--- config.mk ---
export PLATFORM = sky130hd
export DESIGN_NAME = length_prefixed_packet_deframer
export DESIGN_NICKNAME = d
export VERILOG_FILES = /design/src/hdl/lppd_pkg.sv /design/src/hdl/length_prefixed_packet_deframer.sv
export SDC_FILE = /design/constraint.sdc
export NUM_CORES = 1
export LEC_CHECK = 0
export ABC_AREA = 1
export BUFFER_PORTS_ARGS = -buffer_cell sky130_fd_sc_hd__buf_4
export CORE_MARGIN = 2
export CORE_UTILIZATION = 50
export DETAILED_ROUTE_END_ITERATION = 6
export GPL_TIMING_DRIVEN = 0
export PLACE_DENSITY = 0.76
export REMOVE_ABC_BUFFERS = 1
export SETUP_SLACK_MARGIN = 0.2
export SLEW_MARGIN = 20
export SYNTH_ARGS = -nofsm -noshare
export SYNTH_HDL_FRONTEND = slang
export SYNTH_SLANG_ARGS = --single-unit
--- constraint.sdc ---
create_clock -name i_clk -period 10.2 [get_ports i_clk]
set_clock_uncertainty 0.05 [all_clocks]
set_input_delay 3.06 -clock i_clk [delete_from_list [all_inputs] [get_ports i_clk]]
set_output_delay 3.06 -clock i_clk [all_outputs]
set_load 0.01 [all_outputs]
--- src/hdl/lppd_pkg.sv ---
// ----------------------------------------------------------------------------
// lppd_pkg
// Shared types and constants for the length-prefixed packet deframer.
// ----------------------------------------------------------------------------
package lppd_pkg;

    localparam int HEADER_BYTES_DEF = 20;
    localparam int IDX_W            = 5;
    localparam int BYTE_W           = 8;
    localparam int LEN_W            = 16;
    localparam int CNT_W            = 16;
    localparam int IN_DATA_W        = 8;
    localparam int OUT_DATA_W       = 40;
    localparam int OUT_USER_W       = 3;

    // two big-endian extension bytes; the first is held, the second completes
    localparam logic [IDX_W-1:0]  EXT_LAST_IDX = IDX_W'(1);
    localparam logic [BYTE_W-1:0] LEN_ESCAPE   = 8'hFF;

    // m_axis_tuser bit positions
    localparam int USR_IN_HEADER    = 0;
    localparam int USR_PACKET_START = 1;
    localparam int USR_LENGTH_VALID = 2;

    typedef enum logic [1:0] {
        PH_HEADER  = 2'd0,
        PH_EXT     = 2'd1,
        PH_PAYLOAD = 2'd2
    } t_phase;

endpackage

--- src/hdl/length_prefixed_packet_deframer.sv ---
// An accepted input byte is registered and appears as its tagged output transaction in the next cycle.
// Throughput: 1 byte per cycle unless m_axis_tready stalls a full output register;
// the single output register is refilled in the same cycle it is drained, so s_axis_tready follows m_axis_tready.
// Reset: synchronous active-low i_rst_n returns the parser to the first header
// byte, clears the chunk counter and empties the output register.
// ----------------------------------------------------------------------------
// length_prefixed_packet_deframer
// Splits a byte stream into header/payload-tagged packets using a length byte
// in the header, with a 16-bit extended length when that byte is 0xFF.
// ----------------------------------------------------------------------------
module length_prefixed_packet_deframer #(
    parameter int HEADER_BYTES = lppd_pkg::HEADER_BYTES_DEF
) (
    input  logic                             i_clk,
    input  logic                             i_rst_n,
    input  logic                             s_axis_tvalid,
    output logic                             s_axis_tready,
    input  logic [lppd_pkg::IN_DATA_W-1:0]   s_axis_tdata,   // [7:0] data_byte
    input  logic                             s_axis_tlast,   // chunk_last
    output logic                             m_axis_tvalid,
    input  logic                             m_axis_tready,
    // [7:0] out_byte, [23:8] payload_length, [39:24] chunks_seen
    output logic [lppd_pkg::OUT_DATA_W-1:0]  m_axis_tdata,
    // [0] in_header, [1] packet_start, [2] length_valid
    output logic [lppd_pkg::OUT_USER_W-1:0]  m_axis_tuser,
    output logic                             m_axis_tlast    // packet_end
);

    localparam logic [lppd_pkg::IDX_W-1:0] HDR_LAST_IDX = lppd_pkg::IDX_W'(HEADER_BYTES - 1);

    lppd_pkg::t_phase                 r_phase, n_phase;
    logic [lppd_pkg::IDX_W-1:0]       r_hdr_idx, n_hdr_idx;
    logic [lppd_pkg::BYTE_W-1:0]      r_len_high, n_len_high;
    logic [lppd_pkg::LEN_W-1:0]       r_pay_left, n_pay_left;
    logic [lppd_pkg::CNT_W-1:0]       r_chunk_cnt, n_chunk_cnt;

    logic                             r_out_valid;
    logic [lppd_pkg::OUT_DATA_W-1:0]  r_out_data;
    logic [lppd_pkg::OUT_USER_W-1:0]  r_out_user;
    logic                             r_out_last;

    logic                             accept;
    logic [lppd_pkg::BYTE_W-1:0]      in_byte;
    logic [lppd_pkg::LEN_W-1:0]       pay_dec;
    logic [lppd_pkg::LEN_W-1:0]       ext_len;

    logic                             have_len;
    logic [lppd_pkg::LEN_W-1:0]       dec_len;
    logic                             hdr_flag, start_flag, end_flag;

    assign in_byte       = s_axis_tdata[lppd_pkg::BYTE_W-1:0];
    assign s_axis_tready = !r_out_valid || m_axis_tready;
    assign accept        = s_axis_tvalid && s_axis_tready;
    assign pay_dec       = r_pay_left - lppd_pkg::LEN_W'(1);
    assign ext_len       = {r_len_high, in_byte};
    assign n_chunk_cnt   = s_axis_tlast ? r_chunk_cnt + lppd_pkg::CNT_W'(1) : r_chunk_cnt;

    // output decode
    always_comb begin
        hdr_flag   = 1'b1;
        start_flag = 1'b0;
        end_flag   = 1'b0;
        have_len   = 1'b0;
        dec_len    = '0;
        case (r_phase)
            lppd_pkg::PH_PAYLOAD: begin
                hdr_flag = 1'b0;
                end_flag = (pay_dec == '0);
            end
            lppd_pkg::PH_EXT: begin
                if (r_hdr_idx >= lppd_pkg::EXT_LAST_IDX) begin
                    have_len = 1'b1;
                    dec_len  = ext_len;
                end
            end
            default: begin
                start_flag = (r_hdr_idx == '0);
                if (r_hdr_idx >= HDR_LAST_IDX && in_byte != lppd_pkg::LEN_ESCAPE) begin
                    have_len = 1'b1;
                    dec_len  = {{(lppd_pkg::LEN_W-lppd_pkg::BYTE_W){1'b0}}, in_byte};
                end
            end
        endcase
        if (have_len && dec_len == '0) begin
            end_flag = 1'b1;
        end
    end

    // next state
    always_comb begin
        n_phase    = r_phase;
        n_hdr_idx  = r_hdr_idx;
        n_len_high = r_len_high;
        n_pay_left = r_pay_left;
        case (r_phase)
            lppd_pkg::PH_PAYLOAD: begin
                n_pay_left = pay_dec;
                if (pay_dec == '0) begin
                    n_phase   = lppd_pkg::PH_HEADER;
                    n_hdr_idx = '0;
                end
            end
            lppd_pkg::PH_EXT: begin
                if (r_hdr_idx < lppd_pkg::EXT_LAST_IDX) begin
                    n_len_high = in_byte;
                    n_hdr_idx  = r_hdr_idx + lppd_pkg::IDX_W'(1);
                end
            end
            default: begin
                if (r_hdr_idx >= HDR_LAST_IDX) begin
                    if (in_byte == lppd_pkg::LEN_ESCAPE) begin
                        n_phase   = lppd_pkg::PH_EXT;
                        n_hdr_idx = '0;
                    end
                end else begin
                    n_phase   = lppd_pkg::PH_HEADER;
                    n_hdr_idx = r_hdr_idx + lppd_pkg::IDX_W'(1);
                end
            end
        endcase
        if (have_len) begin
            n_hdr_idx  = '0;
            n_pay_left = dec_len;
            n_phase    = (dec_len == '0) ? lppd_pkg::PH_HEADER : lppd_pkg::PH_PAYLOAD;
        end
    end

    always_ff @(posedge i_clk) begin
        if (!i_rst_n) begin
            r_phase     <= lppd_pkg::PH_HEADER;
            r_hdr_idx   <= '0;
            r_len_high  <= '0;
            r_pay_left  <= '0;
            r_chunk_cnt <= '0;
            r_out_valid <= 1'b0;
        end else begin
            if (accept) begin
                r_phase     <= n_phase;
                r_hdr_idx   <= n_hdr_idx;
                r_len_high  <= n_len_high;
                r_pay_left  <= n_pay_left;
                r_chunk_cnt <= n_chunk_cnt;
                r_out_valid <= 1'b1;
            end else if (m_axis_tready) begin
                r_out_valid <= 1'b0;
            end
        end
    end

    always_ff @(posedge i_clk) begin
        if (accept) begin
            r_out_data <= {n_chunk_cnt, dec_len, in_byte};
            r_out_user <= {have_len, start_flag, hdr_flag};
            r_out_last <= end_flag;
        end
    end

    assign m_axis_tvalid = r_out_valid;
    assign m_axis_tdata  = r_out_data;
    assign m_axis_tuser  = r_out_user;
    assign m_axis_tlast  = r_out_last;

endmodule

==> impl_metrics.py, run 1 <==
metrics = {
    "outcome": {
        "status": "completed",
    },
    "floorplanning": {
        "coreArea_mm2": 0.00868,
        "die_h_um": 98.4,
        "boundaryPins": 59,
        "start_util": 0.513,
        "die_area_mm2": 0.00968,
        "die_w_um": 98.4,
        "num_rows": 34,
    },
    "clock_tree": {
        "cts_hold_buf": 0,
        "cts_setup_buffers": 0,
        "cts_max_level": 3,
        "numCtsBuffers": 9,
        "cts-resized-gates": 0,
        "cts.path.max_buffers": 2,
        "insertion_delay_ps": 350,
        "clkTransAtPathRegs_ps": 80,
        "tritoncts": "yes",
        "cts_root_buffer": "clkbuf_8",
        "cts_sinks": 92,
    },
    "finish": {
        "diodes": 0,
        "fin_cells": 697,
        "fillCellCount": 772,
        "area_growth_pct": 16.6,
        "fin_nets": 606,
        "drive_gt1_frac": 0.173,
    },
    "logic_synthesis": {
        "synth_mux_area_frac": 0,
        "synth_top_area_share": 0.297,
        "synth-async-reset-ratio": 0,
        "synth-xor-area-share": 0.0334,
        "synth_compound_area_frac": 0.127,
        "synth.area.top_cells": "edfxtp_1 (30%), dfxtp_1 (22%), nand2_1 (7.2%), inv_1 (6.2%), o21ai_0 (5.1%)",
        "synth.avg_cell_area_um2": 8.47,
        "synthCells": 526,
        "ys_top_cells_by_count": "nand2_1 (85), inv_1 (73), nor2_1 (59)",
        "synth-main-ff-cell": "dfxtp_1",
        "synthAdderAreaFrac": 0.0253,
        "yosysMostFrequentCell": "nand2_1",
        "synth-warning-count": 0,
        "synth_top_family_by_area": "simple AND/OR/NAND/NOR gates",
        "ys_types": 37,
        "synth-edff-count": 44,
        "synth-simple-area-share": 0.223,
        "ys_ff_latch": 92,
        "seq_area_frac_synth": 0.513,
        "synth_area_mm2": 0.00445,
        "synth_area_leader_cell": "edfxtp_1",
    },
    "sta": {
        "fin_setup_tns_ps": 0,
        "final_hold_viol_count": 0,
        "relSlewSlack": 0.592,
        "slew_viol_final": 0,
        "worstMarginPinSlew_ps": 610,
        "fin_crit_sh": 0.641,
        "max_freq_mhz": 153,
        "rsz0062_at_grt": "false",
        "min_period_ps": 6530,
        "setup_viol_count_final": 0,
    },
    "grt": {
        "grt_pass1_vias": 3402,
        "antenna_found_initial": 0,
        "gr-total-overflow": 0,
        "grt_max_degree": 41,
        "grt_usage": 0.204,
        "use_met1": 0.284,
        "grtUsageMet3": 0.0293,
        "gr-max-usage-layer": "met2",
        "grt_use_met2": 0.322,
        "grt_pass1_wl_mm": 15.9,
    },
    "setup_path": {
        "crit_slowest_cell": "buf_4",
        "r2r_slack_ps": 7660,
        "worst-path-buf-inv": 3,
        "crit_family": "buffers and inverters",
        "critical_path.most_common_cell": "buf_4",
        "path_depth": 4,
        "critical-path-max-stage-delay_ps": 150,
        "required_ps": 7090,
        "critical_path_class": "primary input to output pin",
        "cp_max_fo": 3,
        "reg2reg_depth": 13,
        "critical_path.cell_chain": "buf_4 > inv_1 > nand2_1 > buf_4",
        "arrival_ps": 3420,
        "regToRegStartpoint": "r_phase[0]",
        "start_kind": "primary input",
        "endpoint_kind": "output pin",
        "r2r_end": "r_hdr_idx[1]",
    },
    "power_and_ir_drop": {
        "cell_internal_pwr_mw": 0.694,
        "ir_drop_v": 0.0000758,
        "switching_share": 0.366,
        "switchingPower_mw": 0.400,
        "clock_power_share": 0.226,
        "power_density_mw_per_mm2": 211,
        "combPwrFrac": 0.350,
        "seq_power_share": 0.424,
        "p_leak_nw": 2.34,
    },
    "placement": {
        "dpl.hpwl_mm": 6.80,
        "portBuffers": 58,
        "gp_congestion": 0.891,
        "place_inst": 681,
    },
    "route": {
        "vias": 3727,
        "vias_per_cell": 5.35,
        "wl_per_cell_um": 13.8,
        "first_pass_iters": 5,
        "first_iter_violations": 264,
        "routed_wirelength_mm": 9.62,
        "drc_errors": 0,
        "ant_nets": 0,
    },
    "worst_hold_path": {
        "min_from": "r_len_high[6]",
        "holdPathStages": 2,
        "hold_end": "r_len_high[6]",
        "min_path_type": "register to register",
    },
    "job": {
        "drv_cap": 0,
    },
}
routing by layer:
| layer | routed length (um) | up-vias |
|---|---|---|
| met5 | 0 | - |
| met4 | 158 | 0 |
| met3 | 586 | 14 |
| met2 | 4330 | 128 |
| met1 | 4540 | 1735 |
| li1 | - | 1850 |
area by class of cell:
| type | instances | area (um2) | area share |
|---|---|---|---|
| Sequential cell | 92 | 2280 | 0.439 |
| Multi-Input combinational cell | 343 | 1820 | 0.351 |
| Clock inverter | 6 | 62.6 | 0.0120 |
| Timing Repair Buffer | 59 | 455 | 0.0877 |
| Clock buffer | 10 | 138 | 0.0265 |
| Inverter | 79 | 298 | 0.0573 |
| Tap cell | 108 | 135 | 0.0260 |
per-stage QoR:
| stage | hold WS (ps) | utilization | power [mW] | setup WS (ps) | cell area, um2 |
|---|---|---|---|---|---|
| 4_1_cts | 427 | 0.598 | 1.09 | 3660 | 5190 |
| 3_3_place_gp | 412 | 0.573 | 0.838 | 3180 | 4970 |
| 5_1_grt | 451 | 0.598 | 1.17 | 3630 | 5190 |
| 3_5_place_dp | 414 | 0.575 | 0.849 | 3660 | 4990 |
| 6_report | 426 | 0.598 | 1.09 | 3670 | 5190 |
| 2_1_floorplan | 394 | - | 0.753 | 3900 | 4400 |
power by group through the flow:
stage          Sequential (mW)  Clock [mW]  Combinational, mW
3_3_place_gp             0.470           0              0.368
3_5_place_dp             0.471           0              0.378
4_1_cts                  0.463       0.252              0.380
6_report                 0.463       0.247              0.383
5_1_grt                  0.469       0.266              0.437
2_1_floorplan            0.472           0              0.281
registers in the layout, indices dropped and copies added, names as in the netlist:
| register | cells |
|---|---|
| m_axis_tuser | 3 |
| r_len_high | 8 |
| r_chunk_cnt | 16 |
| m_axis_tvalid | 1 |
| r_hdr_idx | 5 |
| m_axis_tdata | 40 |
| m_axis_tlast | 1 |
| r_pay_left | 16 |
| r_phase | 2 |
worst reg2reg max path: cells and delay by family, from the launching register on:
family	cells	cell delay, ps
adders and majority gates	1	350
buffers and inverters	3	410
DFF	1	370
and+or+nand+nor	9	1320
cells in the final DEF, fill, tap and decap left out, drive strengths merged, types with 3 or more instances in the layout:
master	count
o211ai	4
nand2	92
nand3	23
a21oi	44
o21ai	49
nor2	71
buf	59
edfxtp	44
xor2	13
ha	9
nand4	16
clkbuf	10
dfxtp	48
nor3	4
inv	77
a211oi	3
clkinv	6
xnor2	4
cell families (layout without fill, tap and decap cells):
kind of cell,after synthesis,in the layout
adder cells (fa/ha/maj),9,9
XOR/XNOR,17,17
buffers and inverters,91,154
AND/OR/NAND/NOR,212,212
flip-flops,92,92
AO/OA/AOI/OAI,105,105
worst max path at each step:
stage,start,to
2_1_floorplan,m_axis_tready,s_axis_tready
3_3_place_gp,m_axis_tready,r_pay_left[11]
3_5_place_dp,m_axis_tready,s_axis_tready
4_1_cts,m_axis_tready,s_axis_tready
5_1_grt,m_axis_tready,s_axis_tready
6_report,m_axis_tready,s_axis_tready
(Power assumes the default switching activity.)
==> run 2: changes to the inputs <==
- PLACE_DENSITY: 0.76 -> 0.78
- clock period: 10.2 -> 5.55 ns (I/O delays scaled with it)
==> impl_metrics.py, run 2 (same netlist as run 1, synthesis figures left out) <==
metrics = {
    "clock_tree": {
        "cts.path.max_buffers": 2,
        "clkTransAtPathRegs_ps": 90,
        "cts_max_level": 3,
        "insertion_delay_ps": 350,
        "cts_sinks": 92,
        "tritoncts": "yes",
        "numCtsBuffers": 9,
        "cts_setup_buffers": 0,
        "cts_root_buffer": "clkbuf_8",
        "cts_hold_buf": 0,
        "cts-resized-gates": 0,
    },
    "setup_path": {
        "r2r_slack_ps": 3010,
        "regToRegStartpoint": "m_axis_tvalid",
        "critical-path-max-stage-delay_ps": 150,
        "cp_max_fo": 3,
        "path_depth": 4,
        "r2r_end": "r_pay_left[0]",
        "required_ps": 3840,
        "critical_path.most_common_cell": "buf_4",
        "reg2reg_depth": 7,
        "crit_family": "buffers and inverters",
        "start_kind": "primary input",
        "arrival_ps": 2020,
        "critical_path.cell_chain": "buf_4 > inv_1 > nand2_1 > buf_4",
        "critical_path_class": "primary input to output pin",
        "endpoint_kind": "output pin",
        "crit_slowest_cell": "buf_4",
        "worst-path-buf-inv": 3,
    },
    "placement": {
        "dp_slack_ps": 1540,
        "portBuffers": 58,
        "dpl.hpwl_mm": 6.84,
        "gp_congestion": 0.914,
    },
    "finish": {
        "area_growth_pct": 17.7,
        "diodes": 0,
        "final_cell_mix": "nand2_1 (85), inv_1 (73), nor2_1 (59)",
        "drive_gt1_frac": 0.177,
        "fin_nets": 606,
        "final_common_cell": "nand2_1",
        "largest_reg_flops": 40,
    },
    "floorplanning": {
        "boundaryPins": 59,
        "die_area_mm2": 0.00968,
        "num_rows": 34,
        "die_w_um": 98.4,
        "coreArea_mm2": 0.00868,
        "start_util": 0.513,
        "die_h_um": 98.4,
    },
    "route": {
        "routed_wirelength_mm": 9.77,
        "wl_per_cell_um": 14.0,
        "first_iter_violations": 249,
        "ant_nets": 0,
        "drc_errors": 0,
        "vias_per_cell": 5.43,
        "vias": 3785,
        "first_pass_iters": 5,
    },
    "power_and_ir_drop": {
        "cell_internal_pwr_mw": 1.36,
        "power_density_mw_per_mm2": 402,
        "ir_drop_v": 0.000205,
        "switchingPower_mw": 0.752,
        "p_leak_nw": 2.36,
        "combPwrFrac": 0.338,
        "seq_power_share": 0.404,
        "switching_share": 0.357,
        "clock_power_share": 0.258,
    },
    "outcome": {
        "status": "completed",
    },
    "sta": {
        "min_period_ps": 3740,
        "fin_setup_tns_ps": 0,
        "max_freq_mhz": 268,
        "relSlewSlack": 0.590,
        "fin_ws_ps": 1810,
        "slew_viol_final": 0,
        "rsz0062_at_grt": "false",
        "setup_viol_count_final": 0,
        "final_hold_viol_count": 0,
        "worstMarginPinSlew_ps": 614,
        "fin_crit_sh": 0.673,
        "holdWs_ps": 428,
    },
    "grt": {
        "grt_usage": 0.203,
        "antenna_found_initial": 0,
        "grt_pass1_wl_mm": 15.8,
        "grt_pass1_vias": 3407,
        "grt_max_degree": 41,
        "gr-total-overflow": 0,
    },
    "worst_hold_path": {
        "holdPathStages": 2,
        "min_path_type": "register to register",
        "hold_end": "r_len_high[6]",
        "min_from": "r_len_high[6]",
    },
    "job": {
        "drv_cap": 0,
    },
}
## run 2: layer usage
metal  wire [um]  GRT usage  vias to the layer above
li1            -          -                     1859
met4         153     0.0717                        0
met3         729     0.0444                       11
met1        4470      0.287                     1757
met5           0          0                        -
met2        4420      0.309                      158
## run 2: worst max-delay path by stage
stage,endpoint,startpoint,slack (ps)
after global routing,r_pay_left[4],m_axis_tready,1660
final,s_axis_tready,m_axis_tready,1810
after floorplan,r_pay_left[10],m_axis_tready,1070
after detailed placement,r_pay_left[0],m_axis_tready,1540
after global placement,r_pay_left[15],m_axis_tready,-30
after CTS,s_axis_tready,m_axis_tready,1810
## run 2: area by class of cell
class / count / area, um2
fillers: 724 / 3440
flip-flops and latches: 92 / 2280
multi-input cells: 343 / 1820
repair buffers: 59 / 455
inverters: 79 / 298
well taps: 108 / 135
clock buffers: 9 / 124
clock inverters: 7 / 123
## run 2: per-stage QoR
stage	utilization	total power, mW	std cells	cell area (um2)
after detailed placement	0.575	1.57	681	4990
after global placement	0.573	1.54	680	4970
after CTS	0.604	2.11	697	5240
after floorplan	-	1.38	514	4400
final	0.604	2.11	697	5240
after global routing	0.604	2.25	697	5240
## run 2: worst reg2reg max path, delay by kind of cell (launching register included)
family	cells	cell delay (ps)
simple gates	2	540
buf+inv	2	880
compound gates	3	630
flops	1	330
## run 2: power groups by stage
| stage | logic (mW) | registers, mW | clock network, mW |
|---|---|---|---|
| 2_1_floorplan | 0.516 | 0.868 | 0 |
| 3_3_place_gp | 0.676 | 0.863 | 0 |
| 3_5_place_dp | 0.700 | 0.865 | 0 |
| 4_1_cts | 0.704 | 0.850 | 0.552 |
| 5_1_grt | 0.807 | 0.860 | 0.578 |
| 6_report | 0.712 | 0.851 | 0.545 |
==> run 3: changes to the inputs <==
- clock period: 5.55 -> 3.4 ns (I/O delays scaled with it)
==> impl_metrics.py, run 3 (same netlist as run 1, synthesis figures left out) <==
metrics = {
    "setup_path": {
        "crit_slowest_cell": "inv_4",
        "critical_path_class": "primary input to register",
        "start_kind": "primary input",
        "path_depth": 9,
        "r2r_slack_ps": 880,
        "arrival_ps": 2940,
        "endpoint_kind": "register",
        "reg2reg_depth": 13,
        "cp_max_fo": 30,
        "regToRegStartpoint": "r_phase[0]",
        "critical-path-max-stage-delay_ps": 510,
        "r2r_end": "r_hdr_idx[1]",
        "critical_path.most_common_cell": "nand2_1",
        "critical_path.cell_chain": "buf_4 > inv_1 > nand2_1 > nand2_1 > inv_4 > o21ai_4 > inv_2 > o21ai_0 > a21oi_1",
        "cp-endpoint": "r_pay_left[0]",
        "worst-path-buf-inv": 4,
        "required_ps": 3630,
        "crit_family": "buffers and inverters",
        "crit_start": "m_axis_tready",
    },
    "placement": {
        "dpl.hpwl_mm": 6.84,
        "placed_area_mm2": 0.00499,
        "place_inst": 681,
        "portBuffers": 58,
        "dp_slack_ps": 36.2,
        "gp_congestion": 0.914,
    },
    "grt": {
        "grt_usage": 0.203,
        "grt_max_degree": 41,
        "gr-max-usage-layer": "met2",
        "gr-total-overflow": 0,
        "grt_pass1_wl_mm": 15.8,
        "use_met1": 0.287,
        "antenna_found_initial": 0,
        "grt_use_met2": 0.309,
        "grt_pass1_vias": 3407,
        "grtUsageMet3": 0.0444,
    },
    "floorplanning": {
        "die_area_mm2": 0.00968,
        "start_util": 0.513,
        "num_rows": 34,
        "boundaryPins": 59,
        "die_w_um": 98.4,
        "die_h_um": 98.4,
        "coreArea_mm2": 0.00868,
    },
    "clock_tree": {
        "cts_sinks": 92,
        "tritoncts": "yes",
        "cts_setup_buffers": 0,
        "insertion_delay_ps": 350,
        "clkTransAtPathRegs_ps": 90,
        "cts.path.max_buffers": 2,
        "cts_root_buffer": "clkbuf_8",
        "numCtsBuffers": 9,
        "cts_max_level": 3,
    },
    "power_and_ir_drop": {
        "ir_drop_v": 0.000334,
        "p_leak_nw": 2.36,
        "p_total_mw": 3.44,
        "power_density_mw_per_mm2": 657,
    },
    "finish": {
        "design_area_mm2": 0.00524,
        "largest_reg_flops": 40,
        "final_cell_mix": "nand2_1 (85), inv_1 (73), nor2_1 (59)",
        "diodes": 0,
        "fin_nets": 606,
        "drive_gt1_frac": 0.177,
        "final_common_cell": "nand2_1",
        "area_growth_pct": 17.7,
        "fin_cells": 697,
    },
    "sta": {
        "setup_viol_count_final": 0,
        "relSlewSlack": 0.561,
        "slew_viol_final": 0,
        "fin_ws_ps": 684,
        "max_freq_mhz": 368,
        "min_period_ps": 2720,
        "worstMarginPinSlew_ps": 657,
        "final_hold_viol_count": 0,
        "rsz0062_at_grt": "false",
        "holdWs_ps": 428,
        "fin_crit_sh": 0.799,
    },
    "route": {
        "first_pass_iters": 5,
        "routed_wirelength_mm": 9.77,
        "vias_per_cell": 5.43,
        "drc_errors": 0,
        "ant_nets": 0,
        "wl_per_cell_um": 14.0,
        "first_iter_violations": 249,
        "vias": 3784,
    },
    "worst_hold_path": {
        "min_path_type": "register to register",
    },
    "outcome": {
        "status": "completed",
    },
    "job": {
        "drv_cap": 0,
    },
}
-- run 3: repair_timing --
| action | in CTS | in global routing |
|---|---|---|
| gates resized for setup | 0 | 1 |
| hold buffers | 0 | 0 |
| endpoints found under the hold margin | 0 | 0 |
| setup endpoints to repair | 0 | 9 |
-- run 3: per-stage QoR --
step,TNS (ps),util
finish,0,0.604
global route,0,0.604
CTS,0,0.604
detailed placement,0,0.575
global placement,-92050,0.573
floorplan,-16490,-
-- run 3: how the worst min path moves through the flow --
stage	end	cells after the start	from	slack [ps]
finish	r_len_high[6]	2	r_len_high[6]	430
global route	r_len_high[6]	2	r_len_high[6]	460
CTS	r_len_high[3]	2	r_len_high[3]	430
detailed placement	r_len_high[3]	2	r_len_high[3]	420
global placement	r_len_high[6]	2	r_len_high[6]	410
floorplan	r_len_high[2]	2	r_len_high[2]	390
-- run 3: cell type report --
class,instances,area [um2]
Fill cell,723,3440
Sequential cell,92,2280
Multi-Input combinational cell,343,1820
Timing Repair Buffer,59,455
Inverter,79,299
Tap cell,108,135
Clock buffer,9,124
Clock inverter,7,123
-- run 3: layer usage --
metal  up-vias  routed length (um)
met1      1761                4470
li1       1858                   -
met4         0                 153
met2       154                4430
met5         -                   0
met3        11                 721
-- run 3: tightest hold or removal path, cell delays in order (launching register included) --
cell and delay, ps:
dfxtp_1 320, inv_1 70, a21oi_1 50
-- run 3: power by group --
part           switching (mW)  internal (mW)  total [mW]
clock network           0.397          0.492       0.889
logic                   0.732          0.431        1.16
registers              0.0984           1.29        1.39
total                    1.23           2.21        3.44
